### src/hdl/nearest_palette_color_classifier_unit_macros.svh
// Assertion macros for the nearest palette color classifier.
`ifndef NEAREST_PALETTE_COLOR_CLASSIFIER_UNIT_MACROS_SVH
`define NEAREST_PALETTE_COLOR_CLASSIFIER_UNIT_MACROS_SVH

`ifndef ASSERT_OFF
// Implication or plain property, checked on every rising clock edge out of reset.
`define NPC_ASSERT(label, clk, rst_n, prop, msg) \
  label: assert property (@(posedge clk) disable iff (!rst_n) prop) else $error(msg);
// Condition that must never be seen out of reset.
`define NPC_ASSERT_NEVER(label, clk, rst_n, cond, msg) \
  label: assert property (@(posedge clk) disable iff (!rst_n) !(cond)) else $error(msg);
`else
`define NPC_ASSERT(label, clk, rst_n, prop, msg)
`define NPC_ASSERT_NEVER(label, clk, rst_n, cond, msg)
`endif

`endif

### src/hdl/npc_pkg.sv
// Types and constants shared by the nearest palette color classifier.
`default_nettype none

package npc_pkg;

  localparam int unsigned CH_W       = 8;
  localparam int unsigned IDX_W      = 3;
  localparam int unsigned CNT_W      = 4;
  localparam int unsigned DIST_W     = 10;
  localparam int unsigned CFG_IDX_W  = 3;
  localparam int unsigned CFG_DATA_W = 48;
  localparam int unsigned ENTRY_W    = 3 * CH_W;

  // Configuration register indexes.
  typedef enum logic [CFG_IDX_W-1:0] {
    REG_LAYER_COUNT = 3'd0,
    REG_PAIR_A      = 3'd1,
    REG_PAIR_B      = 3'd2,
    REG_PAIR_C      = 3'd3,
    REG_PAIR_D      = 3'd4
  } cfg_reg_e;

  // One RGB color, red in the high byte.
  typedef struct packed {
    logic [CH_W-1:0] red;
    logic [CH_W-1:0] green;
    logic [CH_W-1:0] blue;
  } rgb_t;

  // What one item carries from cell to cell.
  typedef struct packed {
    rgb_t              pix;
    logic              have_best;
    logic [DIST_W-1:0] best_dist;
    logic [IDX_W-1:0]  best_idx;
  } stage_t;

  // Absolute difference of two channel values.
  function automatic logic [CH_W-1:0] abs_diff(input logic [CH_W-1:0] a,
                                               input logic [CH_W-1:0] b);
    abs_diff = (a > b) ? (a - b) : (b - a);
  endfunction

endpackage

`default_nettype wire

### src/hdl/npc_ifs.sv
// Valid/ready channel interfaces for pixels in and palette indexes out.
`default_nettype none

interface npc_pix_if;
  import npc_pkg::*;

  logic            valid;
  logic            ready;
  logic [CH_W-1:0] pixel_red;
  logic [CH_W-1:0] pixel_green;
  logic [CH_W-1:0] pixel_blue;

  modport source (output valid, output pixel_red, output pixel_green,
                  output pixel_blue, input ready);
  modport sink   (input valid, input pixel_red, input pixel_green,
                  input pixel_blue, output ready);
endinterface

interface npc_cls_if;
  import npc_pkg::*;

  logic             valid;
  logic             ready;
  logic [IDX_W-1:0] layer_index;

  modport source (output valid, output layer_index, input ready);
  modport sink   (input valid, input layer_index, output ready);
endinterface

`default_nettype wire

### src/hdl/npc_cell.sv
// One cell of the classifier chain: compares the item with one palette entry.
`default_nettype none

module npc_cell (
  input  wire logic                       clk_i,
  input  wire logic                       rst_ni,
  input  wire logic                       active_i,
  input  wire npc_pkg::rgb_t              entry_i,
  input  wire logic [npc_pkg::IDX_W-1:0]  idx_i,
  input  wire logic                       up_valid_i,
  output logic                            up_ready_o,
  input  wire npc_pkg::stage_t            up_data_i,
  output logic                            dn_valid_o,
  input  wire logic                       dn_ready_i,
  output npc_pkg::stage_t                 dn_data_o
);
  import npc_pkg::*;

  logic              valid_q, valid_d;
  stage_t            data_q, data_d;
  logic [DIST_W-1:0] l1_dist;
  logic              take;
  logic              load;

  // L1 distance from the item's pixel to this cell's entry.
  assign l1_dist = DIST_W'(abs_diff(entry_i.red,   up_data_i.pix.red))
                 + DIST_W'(abs_diff(entry_i.green, up_data_i.pix.green))
                 + DIST_W'(abs_diff(entry_i.blue,  up_data_i.pix.blue));

  // A later entry wins only when strictly nearer.
  assign take = active_i && (!up_data_i.have_best || (l1_dist < up_data_i.best_dist));

  // The cell takes an item when empty or when its own item moves on.
  assign up_ready_o = !valid_q || dn_ready_i;
  assign load       = up_valid_i && up_ready_o;

  always_comb begin
    data_d = up_data_i;
    if (take) begin
      data_d.have_best = 1'b1;
      data_d.best_dist = l1_dist;
      data_d.best_idx  = idx_i;
    end
  end

  always_comb begin
    valid_d = valid_q;
    if (load) begin
      valid_d = 1'b1;
    end else if (dn_ready_i) begin
      valid_d = 1'b0;
    end
  end

  // Control register.
  always_ff @(posedge clk_i or negedge rst_ni) begin
    if (!rst_ni) begin
      valid_q <= 1'b0;
    end else begin
      valid_q <= valid_d;
    end
  end

  // Payload register.
  always_ff @(posedge clk_i) begin
    if (load) begin
      data_q <= data_d;
    end
  end

  assign dn_valid_o = valid_q;
  assign dn_data_o  = data_q;

endmodule

`default_nettype wire

### src/hdl/nearest_palette_color_classifier_unit.sv
// Top level of the nearest palette color classifier (L1 distance).
//
// Pixels arrive on pix_i, one item per cycle at most; each item yields one
// palette index on cls_o, the active entry with the smallest sum of absolute
// red, green and blue differences, the lowest index winning a tie.
// The work runs through a chain of MAX_LAYERS cells, one per palette entry;
// each cell compares the item with its entry and passes the best so far on.
// Each accepted item passes through every cell register in turn to cls_o; the chain
// sustains one item per cycle, set by the one-entry cell stage, while cls_o.ready is high.
// Each cell holds one item and takes a new one whenever it is empty or its
// item moves on, so a stalled receiver only halts the chain as it fills up:
// up to MAX_LAYERS items are taken before pix_i.ready falls.
// The configuration port writes layer_count and the palette pairs; the user must write it only
// while no item is in flight; the block does not enforce this. A layer_count of zero yields index 0.
// Reset empties the chain, sets layer_count to 1 and every entry to black.
`default_nettype none
`include "nearest_palette_color_classifier_unit_macros.svh"

module nearest_palette_color_classifier_unit #(
  parameter int unsigned MAX_LAYERS = 8
) (
  input  wire logic                            clk_i,
  input  wire logic                            rst_ni,
  input  wire logic                            cfg_we_i,
  input  wire logic [npc_pkg::CFG_IDX_W-1:0]   cfg_idx_i,
  input  wire logic [npc_pkg::CFG_DATA_W-1:0]  cfg_data_i,
  npc_pix_if.sink                              pix_i,
  npc_cls_if.source                            cls_o
);
  import npc_pkg::*;

  logic [CNT_W-1:0] layer_count_q;
  logic [CNT_W-1:0] count_sat;
  rgb_t             palette_q [MAX_LAYERS];
  logic             active [MAX_LAYERS];

  logic             st_valid [MAX_LAYERS+1];
  logic             st_ready [MAX_LAYERS+1];
  stage_t           st_data  [MAX_LAYERS+1];

  // Layer count register.
  always_ff @(posedge clk_i or negedge rst_ni) begin
    if (!rst_ni) begin
      layer_count_q <= CNT_W'(1);
    end else if (cfg_we_i && (cfg_idx_i == REG_LAYER_COUNT)) begin
      layer_count_q <= cfg_data_i[CNT_W-1:0];
    end
  end

  // Counts above the chain length are clamped.
  assign count_sat = (layer_count_q > CNT_W'(MAX_LAYERS)) ? CNT_W'(MAX_LAYERS)
                                                          : layer_count_q;

  // Palette entries, two per pair register; entries past the chain are dropped.
  for (genvar e = 0; e < MAX_LAYERS; e++) begin : g_entry
    localparam logic [CFG_IDX_W-1:0] PairIdx = CFG_IDX_W'(REG_PAIR_A) + CFG_IDX_W'(e / 2);
    localparam int unsigned          Lsb     = (e % 2) * ENTRY_W;

    always_ff @(posedge clk_i or negedge rst_ni) begin
      if (!rst_ni) begin
        palette_q[e] <= '0;
      end else if (cfg_we_i && (cfg_idx_i == PairIdx)) begin
        palette_q[e] <= cfg_data_i[Lsb +: ENTRY_W];
      end
    end

    assign active[e] = (CNT_W'(e) < count_sat);
  end

  // Items enter the chain with no best entry yet.
  assign st_valid[0]          = pix_i.valid;
  assign pix_i.ready          = st_ready[0];
  assign st_data[0].pix.red   = pix_i.pixel_red;
  assign st_data[0].pix.green = pix_i.pixel_green;
  assign st_data[0].pix.blue  = pix_i.pixel_blue;
  assign st_data[0].have_best = 1'b0;
  assign st_data[0].best_dist = '0;
  assign st_data[0].best_idx  = '0;

  // The chain of cells, one per palette entry.
  for (genvar c = 0; c < MAX_LAYERS; c++) begin : g_cell
    npc_cell u_cell (
      .clk_i      (clk_i),
      .rst_ni     (rst_ni),
      .active_i   (active[c]),
      .entry_i    (palette_q[c]),
      .idx_i      (IDX_W'(c)),
      .up_valid_i (st_valid[c]),
      .up_ready_o (st_ready[c]),
      .up_data_i  (st_data[c]),
      .dn_valid_o (st_valid[c+1]),
      .dn_ready_i (st_ready[c+1]),
      .dn_data_o  (st_data[c+1])
    );
  end

  // The last cell's register drives the result channel.
  assign cls_o.valid          = st_valid[MAX_LAYERS];
  assign st_ready[MAX_LAYERS] = cls_o.ready;
  assign cls_o.layer_index    = st_data[MAX_LAYERS].best_idx;

  // Checks.
  `NPC_ASSERT(a_idx_in_range, clk_i, rst_ni, (cls_o.valid && (count_sat != '0)) |-> (CNT_W'(cls_o.layer_index) < count_sat), "result index beyond active entries")
  `NPC_ASSERT(a_empty_palette, clk_i, rst_ni, (cls_o.valid && (count_sat == '0)) |-> (cls_o.layer_index == '0), "nonzero index with no active entries")
  `NPC_ASSERT(a_enter_chain, clk_i, rst_ni, (pix_i.valid && pix_i.ready) |=> st_valid[1], "accepted item missing from first cell")
  `NPC_ASSERT_NEVER(a_best_missing, clk_i, rst_ni, cls_o.valid && (count_sat != '0) && !st_data[MAX_LAYERS].have_best, "no best entry recorded for result")

endmodule

`default_nettype wire
### src/flat_wrapper.sv
// flat-port wrapper written by rule: the top's interface ports become plain ports
module nearest_palette_color_classifier_unit_flat import npc_pkg::*;
#(
  parameter int unsigned MAX_LAYERS = 8
)
  (clk_i, rst_ni, cfg_we_i, cfg_idx_i, cfg_data_i, pix_i_valid, pix_i_pixel_red, pix_i_pixel_green, pix_i_pixel_blue, pix_i_ready, cls_o_valid, cls_o_layer_index, cls_o_ready);
  npc_pix_if pix_i_i ();
  npc_cls_if cls_o_i ();
  input  wire logic clk_i;
  input  wire logic rst_ni;
  input  wire logic cfg_we_i;
  input  wire logic [npc_pkg::CFG_IDX_W-1:0] cfg_idx_i;
  input  wire logic [npc_pkg::CFG_DATA_W-1:0] cfg_data_i;
  input wire logic [$bits(pix_i_i.valid)-1:0] pix_i_valid;
  input wire logic [$bits(pix_i_i.pixel_red)-1:0] pix_i_pixel_red;
  input wire logic [$bits(pix_i_i.pixel_green)-1:0] pix_i_pixel_green;
  input wire logic [$bits(pix_i_i.pixel_blue)-1:0] pix_i_pixel_blue;
  output wire logic [$bits(pix_i_i.ready)-1:0] pix_i_ready;
  output wire logic [$bits(cls_o_i.valid)-1:0] cls_o_valid;
  output wire logic [$bits(cls_o_i.layer_index)-1:0] cls_o_layer_index;
  input wire logic [$bits(cls_o_i.ready)-1:0] cls_o_ready;
  assign pix_i_i.valid = pix_i_valid;
  assign pix_i_i.pixel_red = pix_i_pixel_red;
  assign pix_i_i.pixel_green = pix_i_pixel_green;
  assign pix_i_i.pixel_blue = pix_i_pixel_blue;
  assign pix_i_ready = pix_i_i.ready;
  assign cls_o_valid = cls_o_i.valid;
  assign cls_o_layer_index = cls_o_i.layer_index;
  assign cls_o_i.ready = cls_o_ready;
  nearest_palette_color_classifier_unit #(.MAX_LAYERS(MAX_LAYERS)) u_core (.clk_i(clk_i), .rst_ni(rst_ni), .cfg_we_i(cfg_we_i), .cfg_idx_i(cfg_idx_i), .cfg_data_i(cfg_data_i), .pix_i(pix_i_i), .cls_o(cls_o_i));
endmodule
### config.mk
export PLATFORM = sky130hd
export DESIGN_NAME = nearest_palette_color_classifier_unit_flat
export DESIGN_NICKNAME = d
export VERILOG_FILES = /design/src/hdl/npc_pkg.sv /design/src/hdl/npc_ifs.sv /design/src/hdl/npc_cell.sv /design/src/hdl/nearest_palette_color_classifier_unit.sv /design/src/flat_wrapper.sv
export VERILOG_INCLUDE_DIRS = /design/src /design/src/hdl
export SDC_FILE = /design/constraint.sdc
export NUM_CORES = 1
export LEC_CHECK = 0
export BUFFER_PORTS_ARGS = -buffer_cell sky130_fd_sc_hd__buf_2
export CAP_MARGIN = 40
export CORE_MARGIN = 4
export CORE_UTILIZATION = 25
export DETAILED_ROUTE_END_ITERATION = 12
export PLACE_DENSITY = 0.49
export RECOVER_POWER = 50
export SETUP_SLACK_MARGIN = 0.2
export SYNTH_ARGS = -nofsm -noshare
export SYNTH_HDL_FRONTEND = slang
export SYNTH_SLANG_ARGS = --single-unit
### constraint.sdc
create_clock -name clk_i -period 7.1 [get_ports clk_i]
set_clock_uncertainty 0.05 [all_clocks]
set_input_delay 0.355 -clock clk_i [delete_from_list [all_inputs] [get_ports clk_i]]
set_output_delay 0.355 -clock clk_i [all_outputs]
set_load 0.01 [all_outputs]
After elaboration in Yosys (flattened, before gate mapping)

Index checks and enable logic that the tools add are counted.

Input port bits: 80
ROM bits: 0
RAM bits: 0
Memories kept: 0
Bits in registers: 473
Latch bits: 0

Reduce and logical (&&, ||, !) cells: 59
Div/mod/pow operators: 0
Multipliers: 0
Shift operators: 0
$add $sub $neg: 64
Bitwise gates (word level): 0
Multiplexer cells: 48
Eq/ne operators: 4
Magnitude comparators: 40

Operators by type and width:

| cell               | number |
|---|---|
| $sub 8x8->8        | 48 |
| $gt 8x8->1         | 24 |
| $mux 8             | 24 |
| $add 9x8->10       | 8 |
| $mux 13            | 6 |
| $add 8x8->9        | 8 |
| $lt 10x10->1       | 7 |
| $logic_and 1x1->1  | 20 |
| $lt 3x4->1 const A | 4 |
| $mux 1             | 16 |
| $reduce_bool 2->1  | 8 |
| $logic_not 1->1    | 15 |
| $logic_or 1x1->1   | 15 |
| $mux 14            | 1 |
| $lt 1x4->1 const A | 2 |
| $lt 2x4->1 const A | 2 |
| $eq 3x2->1 const B | 2 |
| $gt 4x4->1 const B | 1 |
| $mux 4             | 1 |
| $eq 3x1->1 const B | 1 |
| $eq 3x3->1 const B | 1 |
| $logic_not 3->1    | 1 |

Longest topological paths before layout

Depth after elaboration: 11
Depth in mapped cells: 27
Depth with buffers taken out: 26

Cells and area by module

Synthesis repeated with hierarchy kept, for this count alone.

Cells, all modules: 3734
Area total of the unflattened synthesis: 40247.4 µm²

By module, submodules not included:

| module                                 | area an instance (µm²) | cells each | instances |
|---|---|---|---|
| npc_cell (u_core.g_cell[4].u_cell ...) | 4103.9                 | 414        | 2 |
| npc_cell (u_core.g_cell[2].u_cell ...) | 4095.2                 | 412        | 2 |
| npc_cell (u_core.g_cell[0].u_cell ...) | 4088.9                 | 416        | 2 |
| nearest_palette_color_classifier_unit  | 7464.7                 | 428        | 1 |
| npc_cell (u_core.g_cell[6].u_cell)     | 4103.9                 | 411        | 1 |
| npc_cell (u_core.g_cell[7].u_cell)     | 4102.7                 | 411        | 1 |

Least setup slack after synthesis

OpenSTA, ideal clock, no wires.

Kind: register to register
Start: reg u_core.palette_q[48] (netlist bit)
End: reg u_core.g_cell[5].u_cell.data_q, in the netlist u_core.g_cell[5].u_cell.dn_data_o[10] (data pin)
Clock period less this slack: 5647 ps
Library setup time: 260 ps
Path buffers: 2
Slack: 1453 ps
Stages on the path, launching flop included: 27
Arrival: 5338 ps
Cell sequence: dfrtp_1 inv_1 ha_1 inv_1 fa_1 a21o_1 a21oi_1 o21ai_0 a21boi_2 buf_6 mux2_2 fa_1 ha_1 fa_1 a21o_1 a21oi_1 o21bai_1 a21oi_1 xnor2_1 ha_1 nand2_1 nor3_1 a221oi_1 o21ai_0 a31oi_2 buf_6 mux2_2

RTL lines:

| what                             | RTL line                                    | text |
|---|---|---|
| start: declaration               | nearest_palette_color_classifier_unit.sv:34 | `rgb_t palette_q [MAX_LAYERS];` |
| start signal: indexed assignment | nearest_palette_color_classifier_unit.sv:63 | `palette_q[e] <= cfg_data_i[Lsb +: ENTRY_W];` |
| end signal: assignment           | npc_cell.sv:67                              | `data_q <= data_d;` |
| end: declaration                 | npc_cell.sv:20                              | `stage_t data_q, data_d;` |

==> out/qor.csv <==
metric,value,unit
Synthesis Warnings,0,
GRT Resource Usage Total,12.8,%
vias in the first global route,25150,
final hold vios,0,
Synth Register Bits,466,
Yosys top cell by area,edfxtp_1,
syn nets,4270,
Ports,85,
# nets final,4374,
Least-Margin Pin Slew,5820,ps
dpl hpwl,80100,um
"Cell Area, Synth",36700,um2
largest net degree at the start of global routing,124,
Synth Flop Type,edfxtp_1,
Post-synth ARST share,43.8,%
initial antenna violation count,6,
Core Rows,140,
Critical Path Fanout Max,11,
status,"complete, but fails checks",
clk root buf,clkbuf_16,
"Seq/Total Area, Yosys",35.4,%
reg2reg end,u_core.g_cell[5].u_cell.dn_data_o[6],
first-pass iteration count of the detailed router,5,
CORE AREA,146000,um2
first-pass GRT wire length,150000,um
Via density,4.45,
Setup WS pre-CTS,787,ps
"Period Utilization, post-route",89.6,%
failing checks,"capacitance limit, slew limit",
Die Span Y,391,um
Initial Utilization,25.2,%
# hold bufs at CTS,28,
fin cells,5665,
Critical Path Start Type,register,
Reg2Reg Depth,25,
Worst Setup End Kind,register,
Synth cell types,80,
CTS tree,yes,
final-report max-slew violation count,384,
CTS max path bufs,3,
H-tree levels,2,
total die area,153000,um2
Die X,391,um
final worst setup slack,738,ps
Syn Inst Count,3591,
Worst EP required,7430,ps
Vias,25203,
DRC errors left,0,
"Clk Latency, worst-skew pair",630,ps
Worst-path clk slew,70,ps
Min-Delay Endpoint,u_core.palette_q[18],
RePlAce Congestion,0.835,
kind of critical path,register to register,
grt ovf,0,
DR WL/cell,17.4,um
Sink Count,466,
Arrival @ worst endpoint,6690,ps
Post-synth EDFFs,262,
min Tclk post-route,6360,ps
Area Growth Syn to Fin,13.3,%
placed instance count,5527,
Worst slew margin,-288,%
"Avg Cell Area, Syn",10.2,um2
Fin Setup TNS,0,ps
reg2reg start,u_core.palette_q[48],
TritonCTS Buffers,55,
max-cap violations,7,
Initial DRC Count,1315,
flop2flop setup slack,740,ps
RSZ-0062 raised after global routing,false,
fmax,0.157,GHz
post-route ant nets,0,
setup bufs post-CTS,0,
IO buf count,84,
"Setup violations, final",0,
Worst Hold Depth,3,
cts repair resizes,0,
share of layout cells above drive strength 1,10.1,%
Routed WL,98600,um
Worst Hold Class,primary input to register,
min-delay src,cfg_data_i[42],
top-area cell type share of the netlist area,21.4,%
Synth area leaders,"edfxtp_1 21%, ha_1 16%, dfrtp_1 14%, fa_1 6.5%, inv_1 6.5%",
[per-layer routing]
metal  track usage (%)  share of wire (%)  up-vias
met5                 0                  0        -
met4              2.96                2.5        0
met3              1.29                3.3      112
met2              20.0                 43      431
met1              18.8                 51    12131
li1                  -                  -    12529
[cells in the final DEF (no fill, tap or decap), types with 12 or more instances in the layout]
cell type,instances
nor2_1,67
inv_1,631
nand2_1,214
mux2_2,146
nand2b_1,18
nor3_1,21
and2_1,12
nand3_1,23
xor2_1,60
a21oi_1,246
a21boi_0,15
dfrtp_1,203
ha_1,479
a221oi_1,24
clkbuf_16,59
a21o_1,128
mux2i_1,124
o21ai_0,251
and4_1,26
nor2b_1,28
clkbuf_1,48
a211oi_1,28
buf_2,54
xnor2_1,120
a31oi_1,28
o21a_1,27
fa_1,120
dlygate4sd3_1,28
o21bai_1,57
edfxtp_1,262
[worst max-delay path by stage]
stage,from,endpoint,slack (ps)
global placement,u_core.palette_q[48],u_core.g_cell[5].u_cell.dn_data_o[3],840
global route,rst_ni,u_core.palette_q[23],360
finish,u_core.palette_q[48],u_core.g_cell[5].u_cell.dn_data_o[6],740
detailed placement,u_core.palette_q[48],u_core.g_cell[5].u_cell.dn_data_o[6],790
floorplan,u_core.palette_q[48],u_core.g_cell[5].u_cell.dn_data_o[10],1450
CTS,u_core.palette_q[48],u_core.g_cell[5].u_cell.dn_data_o[6],780
[metrics by stage]
step / hold slack [ps] / utilization (%) / cell area [um2]
3_5_place_dp: 364 / 27.0 / 39400
6_report: 62.5 / 28.5 / 41600
3_3_place_gp: 358 / 26.9 / 39200
4_1_cts: 3.98 / 28.6 / 41700
2_1_floorplan: 9.41 / - / 36700
5_1_grt: 34.7 / 28.5 / 41600
[Yosys cell counts (5+ instances only)]
cell type and n:
nand2b_1 18, a21boi_0 15, a21o_1 128, nand2_1 214, and4_1 26, and2_1 18
clkbuf_1 29, mux2_2 146, fa_1 120, ha_1 479, o21ai_0 251, o21a_1 27
xor2_1 60, or2_2 11, buf_2 47, nor2b_1 29, and3b_1 5, mux2_1 5
o21ai_1 8, a21oi_4 11, a41oi_2 11, a31oi_1 28, a21oi_1 246, dfrtp_1 203
a21oi_2 9, xnor2_1 120, inv_1 631, buf_6 5, nor3_1 20, nand4_1 10
a211oi_1 28, a221oi_1 24, mux2i_1 124, edfxtp_1 262, and3_1 11, nand3_1 24
nor2_1 68, o21bai_1 57
[critical path, cell delays in order, from the launching register on]
cell	delay [ps]
dfrtp_1	400
inv_1	70
ha_1	130
inv_1	60
fa_1	390
a21o_1	180
a21oi_1	170
o21ai_0	170
a21boi_2	150
buf_4	190
mux2_2	360
fa_1	450
ha_1	260
fa_1	430
a21o_1	170
a21oi_1	260
o21bai_1	90
a21oi_1	190
xnor2_1	160
ha_1	280
nand2_1	70
nor3_1	60
a221oi_1	270
o21ai_0	160
a31oi_2	550
mux2_2	410
[flip-flops by register name, indices dropped and copies added (netlist names)]
name                             count
u_core.palette_q                   192
u_core.g_cell.u_cell.dn_data_o     262
u_core.g_cell.u_cell.dn_valid_o      8
u_core.layer_count_q                 4
[cell families after synthesis]
kind of cell / Yosys count / synth area share [%]
AOI/OAI and AO/OA: 884 / 15.6
buffers and inverters: 718 / 7.64
adders and majority gates: 599 / 22.9
and+or+nand+nor: 469 / 6.23
DFF: 466 / 35.4
muxes: 275 / 8.02
xor gates and xnor gates: 180 / 4.30
[cell type report]
| type | instances | area (um2) |
|---|---|---|
| inverter | 631 | 2370 |
| multi-input combinational | 2407 | 20900 |
| clock inverter | 27 | 382 |
| sequential | 466 | 13000 |
| fill | 15294 | 104000 |
| tap | 1917 | 2400 |
| clock buffer | 77 | 1640 |
| timing repair buffer | 134 | 866 |
| antenna | 6 | 15.0 |
Power is not shown: default switching activity piles up to over one toggle a cycle in this logic, so the estimate is an artifact.
